==> src/design/bpfa_pkg.sv <==
// Shared constants, types and helpers for the bitmap page frame allocator.
package bpfa_pkg;

    localparam int NUM_FRAMES   = 32768;
    localparam int WORD_BITS    = 32;
    localparam int FRAME_BYTES  = 4096;
    localparam int LARGE_FRAMES = 1024;

    localparam int MAP_WORDS  = NUM_FRAMES / WORD_BITS;
    localparam int WADDR_W    = $clog2(MAP_WORDS);
    localparam int PTR_W      = WADDR_W + 1;
    localparam int FRAME_W    = $clog2(NUM_FRAMES);
    localparam int FEND_W     = FRAME_W + 1;
    localparam int BIT_W      = $clog2(WORD_BITS);
    localparam int PAGE_SHIFT = $clog2(FRAME_BYTES);
    localparam int LARGE_SH   = $clog2(LARGE_FRAMES);
    localparam int RUN_W      = FEND_W + 1;
    localparam int ADDR_W     = 32;
    localparam int LEN_W      = 32;
    localparam int FREE_W     = 16;
    localparam int MB_W       = 16;
    localparam int KIND_W     = 3;
    localparam int WIDE_W     = LEN_W + 2;

    localparam logic [KIND_W-1:0] KIND_ALLOC_ONE   = 3'd0;
    localparam logic [KIND_W-1:0] KIND_ALLOC_RUN   = 3'd1;
    localparam logic [KIND_W-1:0] KIND_ALLOC_LARGE = 3'd2;
    localparam logic [KIND_W-1:0] KIND_FREE_RUN    = 3'd3;
    localparam logic [KIND_W-1:0] KIND_MARK_FREE   = 3'd4;
    localparam logic [KIND_W-1:0] KIND_MARK_USED   = 3'd5;

    localparam logic STATUS_DONE     = 1'b0;
    localparam logic STATUS_NO_SPACE = 1'b1;

    typedef enum logic [3:0] {
        ST_CLEAR, ST_IDLE, ST_DISPATCH, ST_SRCH_RD, ST_SRCH_EVAL, ST_SRCH_BIT,
        ST_GRANT, ST_FAIL, ST_FIX0, ST_RMW_RD, ST_RMW_CALC, ST_RMW_WR, ST_DONE
    } state_t;

    typedef enum logic [3:0] {
        OP_NONE, OP_CLEAR, OP_LOAD, OP_SRCH_RD, OP_SRCH_EVAL, OP_SRCH_BIT,
        OP_GRANT, OP_FAIL, OP_FIX0, OP_RMW_RD, OP_RMW_CALC, OP_RMW_WR
    } dp_op_t;

    typedef struct packed {
        dp_op_t op;
    } dp_cmd_t;

    typedef struct packed {
        logic              clear_last;
        logic [KIND_W-1:0] kind;
        logic              pre_ok;
        logic              limit_zero;
        logic              word_free;
        logic              word_taken;
        logic              found_word;
        logic              found_bit;
        logic              bit_last;
        logic              last_word;
        logic              range_skip;
        logic              range_last;
        logic              fix_done;
    } dp_stat_t;

    function automatic logic [BIT_W:0] popcount(input logic [WORD_BITS-1:0] v);
        logic [BIT_W:0] acc;
        acc = '0;
        for (int i = 0; i < WORD_BITS; i++) begin
            acc = acc + {{BIT_W{1'b0}}, v[i]};
        end
        return acc;
    endfunction

endpackage

==> src/design/bpfa_ctrl.sv <==
// Controller state machine: sequences clear, search and read-modify-write passes.
module bpfa_ctrl import bpfa_pkg::*; (
    input  logic     aclk,
    input  logic     aresetn,
    input  logic     in_valid,
    output logic     in_ready,
    input  logic     out_free,
    output logic     out_load,
    input  dp_stat_t st,
    output dp_cmd_t  cmd
);

    state_t state_reg, state_next;

    always_ff @(posedge aclk) begin
        if (!aresetn) begin
            state_reg <= ST_CLEAR;
        end else begin
            state_reg <= state_next;
        end
    end

    // next state
    always_comb begin
        state_next = state_reg;
        unique case (state_reg)
            ST_CLEAR: begin
                if (st.clear_last) state_next = ST_IDLE;
            end
            ST_IDLE: begin
                if (in_valid) state_next = ST_DISPATCH;
            end
            ST_DISPATCH: begin
                if (st.kind == KIND_ALLOC_ONE || st.kind == KIND_ALLOC_RUN ||
                    st.kind == KIND_ALLOC_LARGE) begin
                    if (!st.pre_ok || st.limit_zero) state_next = ST_FAIL;
                    else state_next = ST_SRCH_RD;
                end else if (st.kind == KIND_FREE_RUN || st.kind == KIND_MARK_USED) begin
                    state_next = st.range_skip ? ST_DONE : ST_RMW_RD;
                end else if (st.kind == KIND_MARK_FREE) begin
                    state_next = st.range_skip ? ST_FIX0 : ST_RMW_RD;
                end else begin
                    state_next = ST_DONE;
                end
            end
            ST_SRCH_RD:   state_next = ST_SRCH_EVAL;
            ST_SRCH_EVAL: begin
                if (st.found_word) state_next = ST_GRANT;
                else if (!st.word_free && !st.word_taken) state_next = ST_SRCH_BIT;
                else if (st.last_word) state_next = ST_FAIL;
                else state_next = ST_SRCH_RD;
            end
            ST_SRCH_BIT: begin
                if (st.found_bit) state_next = ST_GRANT;
                else if (st.bit_last) state_next = st.last_word ? ST_FAIL : ST_SRCH_RD;
            end
            ST_GRANT:    state_next = ST_RMW_RD;
            ST_FAIL:     state_next = ST_DONE;
            ST_FIX0:     state_next = ST_RMW_RD;
            ST_RMW_RD:   state_next = ST_RMW_CALC;
            ST_RMW_CALC: state_next = ST_RMW_WR;
            ST_RMW_WR: begin
                if (!st.range_last) state_next = ST_RMW_RD;
                else if (st.kind == KIND_MARK_FREE && !st.fix_done) state_next = ST_FIX0;
                else state_next = ST_DONE;
            end
            ST_DONE: begin
                if (out_free) state_next = ST_IDLE;
            end
            default: state_next = ST_CLEAR;
        endcase
    end

    // outputs
    always_comb begin
        cmd.op   = OP_NONE;
        in_ready = 1'b0;
        out_load = 1'b0;
        unique case (state_reg)
            ST_CLEAR:     cmd.op = OP_CLEAR;
            ST_IDLE: begin
                in_ready = 1'b1;
                if (in_valid) cmd.op = OP_LOAD;
            end
            ST_DISPATCH:  cmd.op = OP_NONE;
            ST_SRCH_RD:   cmd.op = OP_SRCH_RD;
            ST_SRCH_EVAL: cmd.op = OP_SRCH_EVAL;
            ST_SRCH_BIT:  cmd.op = OP_SRCH_BIT;
            ST_GRANT:     cmd.op = OP_GRANT;
            ST_FAIL:      cmd.op = OP_FAIL;
            ST_FIX0:      cmd.op = OP_FIX0;
            ST_RMW_RD:    cmd.op = OP_RMW_RD;
            ST_RMW_CALC:  cmd.op = OP_RMW_CALC;
            ST_RMW_WR:    cmd.op = OP_RMW_WR;
            ST_DONE:      out_load = out_free;
            default:      cmd.op = OP_NONE;
        endcase
    end

endmodule

==> config.mk <==
export PLATFORM = sky130hd
export DESIGN_NAME = bpfa_ctrl
export DESIGN_NICKNAME = d
export VERILOG_FILES = /design/src/design/bpfa_pkg.sv /design/src/design/bpfa_ctrl.sv
export SDC_FILE = /design/constraint.sdc
export NUM_CORES = 1
export LEC_CHECK = 0
export BUFFER_PORTS_ARGS = -buffer_cell sky130_fd_sc_hd__buf_2
export CAP_MARGIN = 20
export CORE_MARGIN = 2
export CORE_UTILIZATION = 41
export DETAILED_ROUTE_END_ITERATION = 6
export PLACE_DENSITY = 0.84
export SETUP_SLACK_MARGIN = 0.05
export SYNTH_ARGS = -nofsm -noshare
export SYNTH_HDL_FRONTEND = slang
export SYNTH_SLANG_ARGS = --single-unit
==> constraint.sdc <==
create_clock -name aclk -period 1.31 [get_ports aclk]
set_input_delay 0.1965 -clock aclk [delete_from_list [all_inputs] [get_ports aclk]]
set_output_delay 0.1965 -clock aclk [all_outputs]
set_load 0.1 [all_outputs]
==> results of run 1 <==
-- cells by family after synthesis --
group / Yosys count / share of synthesized area (%)
compound gates: 29 / 37.13
mux: 1 / 1.899
buf+inv: 11 / 9.915
simple gates: 37 / 37.56
flops: 4 / 13.50
-- through the flow --
stage	TNS, ps	cells	hold slack, ps
3_3_place_gp	-195.2	132	482.4
2_1_floorplan	-1297	82	318.1
3_5_place_dp	-424.3	132	471.5
4_1_cts	-1380	148	217.1
-- what timing repair did --
item / CTS
pin swaps: 4
gates resized for setup: 19
setup buffers: 13
setup endpoints to repair: 9
==> flow_summary_export.csv, run 1 <==
group,metric,value,unit
floorplanning,die_x,42.04,um
logic_synthesis,synthCells,82,
logic_synthesis,yosysTopAreaCellShare,13.50,%
floorplanning,ioPinCount,25,
clock_network,cts-root-buf,"clkbuf_4",
logic_synthesis,ys_ff_latch,4,
logic_synthesis,synth_edf_count,0,
logic_synthesis,synth_common_cells,"nand2_1, nor2_1, a21oi_1",
clock_network,htree_levels,1,
logic_synthesis,yosysUniqueCellTypes,43,
place,dp_hpwl,1518,um
run_status,status,"aborted with a tool error",
floorplanning,initial_utilization,44.47,%
sta,grt-worst-endpoint,"cmd[0]",
clock_network,ctsLongestPathBuffers,2,
floorplanning,fp-row-count,13,
run_status,error,"[ERROR DPL-0033] detailed placement checks failed during check placement.",
logic_synthesis,synth_ff_type,"dfxtp_1",
logic_synthesis,syn_area,593.1,sq um
sta,worstEndpointType,"primary output",
place,pre_cts_slack,-176.1,ps
logic_synthesis,synth.most_common_cell,"nand2_1",
clock_network,numCtsBuffers,3,
place,place_area,1006,sq um
logic_synthesis,ys_async_sr_fraction,0,%
global_route,grt_start_max_net_pins,12,
run_status,lastStage,"global routing",
floorplanning,die_h,42.04,um
place,gp_congestion,0.9357,
clock_network,clkSinkCount,4,
logic_synthesis,synth-seq-area-share,13.50,%
global_route,antenna_found_initial,0,
logic_synthesis,ys_top_cells_by_area,"dfxtp_1, a21oi_1, a221oi_2, nand2_1, nor2_1",
clock_network,cts-hold-fix-buffers,0,
logic_synthesis,synth_fp_nets,101,
logic_synthesis,yosys_warnings,0,
logic_synthesis,syn_area_per_cell,7.233,sq um
logic_synthesis,yosys.area.top_type,"dfxtp_1",
place,port_buffers,24,
==> run 2: changes to the inputs <==
Settings changed: CORE_AREA set to 2 2 63 65, CORE_MARGIN 2 to not set, CORE_UTILIZATION 41 to not set, DIE_AREA set to 0 0 65 67, PLACE_DENSITY 0.84 to not set, PLACE_DENSITY_LB_ADDON set to 0.15, SETUP_SLACK_MARGIN 0.05 to not set.
Clock period 1.31 ns to 1.7 ns, I/O delays scaled along.
==> run 2 against run 1 <==
Area after synthesis did not move. Synthesized cell count did not move. The flow now finishes without violations.
==> flow_summary_export.csv, run 2 <==
group,metric,value,unit
clock_network,cts_setup_buffers,0,
global_route,grt_start_max_net_pins,20,
sta,slew_headroom,78.01,%
route,wl,1938,um
global_route,grt_pass1_vias,734,
sta,hold_viol_final,0,
logic_synthesis,syn_area,593.1,sq um
layout,final_layout_size_suffix_gt1_share,51.38,%
sta,finalClockSkew,2.906,ps
floorplanning,die_x,65,um
layout,fin_area,975.9,sq um
clock_network,htree_levels,1,
place,gp_congestion,0.8008,
place,dp_hpwl,1569,um
sta,tightest_slew,329.9,ps
logic_synthesis,yosys.area.top_type,"dfxtp_1",
clock_network,numCtsBuffers,3,
floorplanning,dieArea,4355,sq um
layout,nets,130,
job,drv_cap,0,
route,drtPass1Iterations,6,
floorplanning,ioPinCount,25,
logic_synthesis,synth-xor-area-share,0,%
logic_synthesis,ys_top_cells_by_area,"dfxtp_1, a21oi_1, a221oi_2, nand2_1, nor2_1",
route,vias,730,
sta,drv_slew,0,
clock_network,cts-hold-fix-buffers,0,
layout,final_cells,157,
route,drt-initial-drc-count,44,
logic_synthesis,synth_top_family_by_area,"simple AND/OR/NAND/NOR gates",
place,post-place-cells,154,
clock_network,cts_resized,2,
logic_synthesis,synth.area.mux_share,1.899,%
power_and_ir_drop,leakagePower,0.3746,nW
logic_synthesis,yosysTopAreaCellShare,13.50,%
clock_network,clkSinkCount,4,
place,place_area,912.1,sq um
place,port_buffers,24,
route,via_per_inst,4.650,
setup_path,cp-end-kind,"primary output",
logic_synthesis,synth_edf_count,0,
layout,num_antenna_cells,0,
sta,fin_crit,1606,ps
worst_hold_path,hp-class,"in -> reg",
power_and_ir_drop,ir_drop,0.4387,mV
sta,fmax,622.8,MHz
clock_network,cts_tree,"yes",
logic_synthesis,yosysUniqueCellTypes,43,
layout,areaGrowthSynthToFinish,64.56,%
floorplanning,die_h,67,um
layout,final_cell_mix,"buf_2, nand2_1, nor2_1, buf_12",
logic_synthesis,synthCells,82,
setup_path,crit_fanout,19,
logic_synthesis,synth.most_common_cell,"nand2_1",
logic_synthesis,synth-adder-area-share,0,%
logic_synthesis,synth_common_cells,"nand2_1, nor2_1, a21oi_1",
sta,rsz0062_at_grt,"false",
setup_path,startpoint_type,"register",
logic_synthesis,ys_ff_latch,4,
setup_path,worstPathRequired,1440,ps
route,wl_per_cell,12.34,um
floorplanning,initial_utilization,16.45,%
layout,largest_reg_flops,4,
route,drc_errors,0,
route,ant_nets,0,
floorplanning,fp-row-count,22,
global_route,overflow,0,
logic_synthesis,synth_simple_gate_area_share,37.55,%
clock_network,cts-root-buf,"clkbuf_8",
sta,period_share,94.45,%
logic_synthesis,syn_area_per_cell,7.233,sq um
setup_path,worstPathArrival,1350,ps
logic_synthesis,ys_async_sr_fraction,0,%
clock_network,clkLatencyLatePin,220,ps
clock_network,clk_pin_slew,40,ps
global_route,antenna_found_initial,0,
setup_path,r2r_slack,260,ps
logic_synthesis,yosys_warnings,0,
global_route,grt_usage,9.886,%
setup_path,crit_type,"reg -> out",
layout,final_common_cell,"buf_2",
clock_network,ctsLongestPathBuffers,2,
logic_synthesis,synth-seq-area-share,13.50,%
sta,hold_slack,311.1,ps
logic_synthesis,synth_fp_nets,101,
logic_synthesis,synth_ff_type,"dfxtp_1",
run_status,status,"finished clean",
logic_synthesis,synth_compound_area_share,37.13,%
floorplanning,coreArea,3606,sq um
power_and_ir_drop,power_density,1654,nW/um^2
sta,setup_viol,0,
global_route,grt_pass1_wl,3312,um
==> run 2: cell counts after synthesis <==
Identical to the previous run, type by type.
==> run 2: final cells by class <==
class	instances	area, sq um
clock buffers	3	41.29
well taps	48	60.06
fillers	396	2630
multi-input cells	67	511.7
repair buffers	30	259.0
flip-flops and latches	4	85.08
inverters	5	18.77
==> run 2: routing by layer <==
metal  GRT usage, %  vias up  routed length (um)  share of wire (%)
li1               -      366                   -                  -
met1          13.15      337                 936                 48
met2          14.95       25                 848                 44
met3          3.209        2                 127                6.6
met4          3.191        0                  25                1.3
met5              0        -                   0                  0
==> run 2: path summary, 6_finish.rpt <==
path / from / endpoint / depth (start not counted)
worst min-delay path: aresetn / state_reg[3] / 2
worst min register to register: state_reg[1] / state_reg[1] / 2
worst max register to register: state_reg[0] / state_reg[1] / 6
worst max-delay path: state_reg[0] / cmd[0] / 4
==> run 2: report_power, final <==
part	total [W]	switching [W]	internal (W)
sequential	0.000194	0.0000683	0.000126
clock	0.000210	0.0000586	0.000152
combinational	0.00121	0.000744	0.000467
==> run 2: stage by stage <==
| stage | total power [W] | utilization, % | setup TNS, ps | worst slack (ps) |
|---|---|---|---|---|
| 2_1_floorplan | 0.001031 | - | -305.6 | -116.1 |
| 3_3_place_gp | 0.001390 | 25.29 | 0 | 126.5 |
| 3_5_place_dp | 0.001377 | 25.29 | 0 | 138.7 |
| 4_1_cts | 0.001596 | 26.51 | 0 | 42.55 |
| 5_1_grt | 0.001711 | 27.06 | 0 | 18.31 |
| 6_report | 0.001615 | 27.06 | 0 | 94.37 |
==> run 2: kinds of logic (layout without fill, tap and decap cells) <==
family | after synthesis | in the layout
flip-flops | 4 | 4
buffers and inverters | 11 | 38
AO/OA/AOI/OAI | 29 | 29
AND/OR/NAND/NOR | 37 | 37
multiplexers | 1 | 1
==> run 2: critical path, cell delays in order, from the launching register on <==
cell      delay, ps
dfxtp_1         350
buf_6           200
nand2b_1        160
o22ai_4         220
buf_12          190
Power figures use the tool's default switching activity.
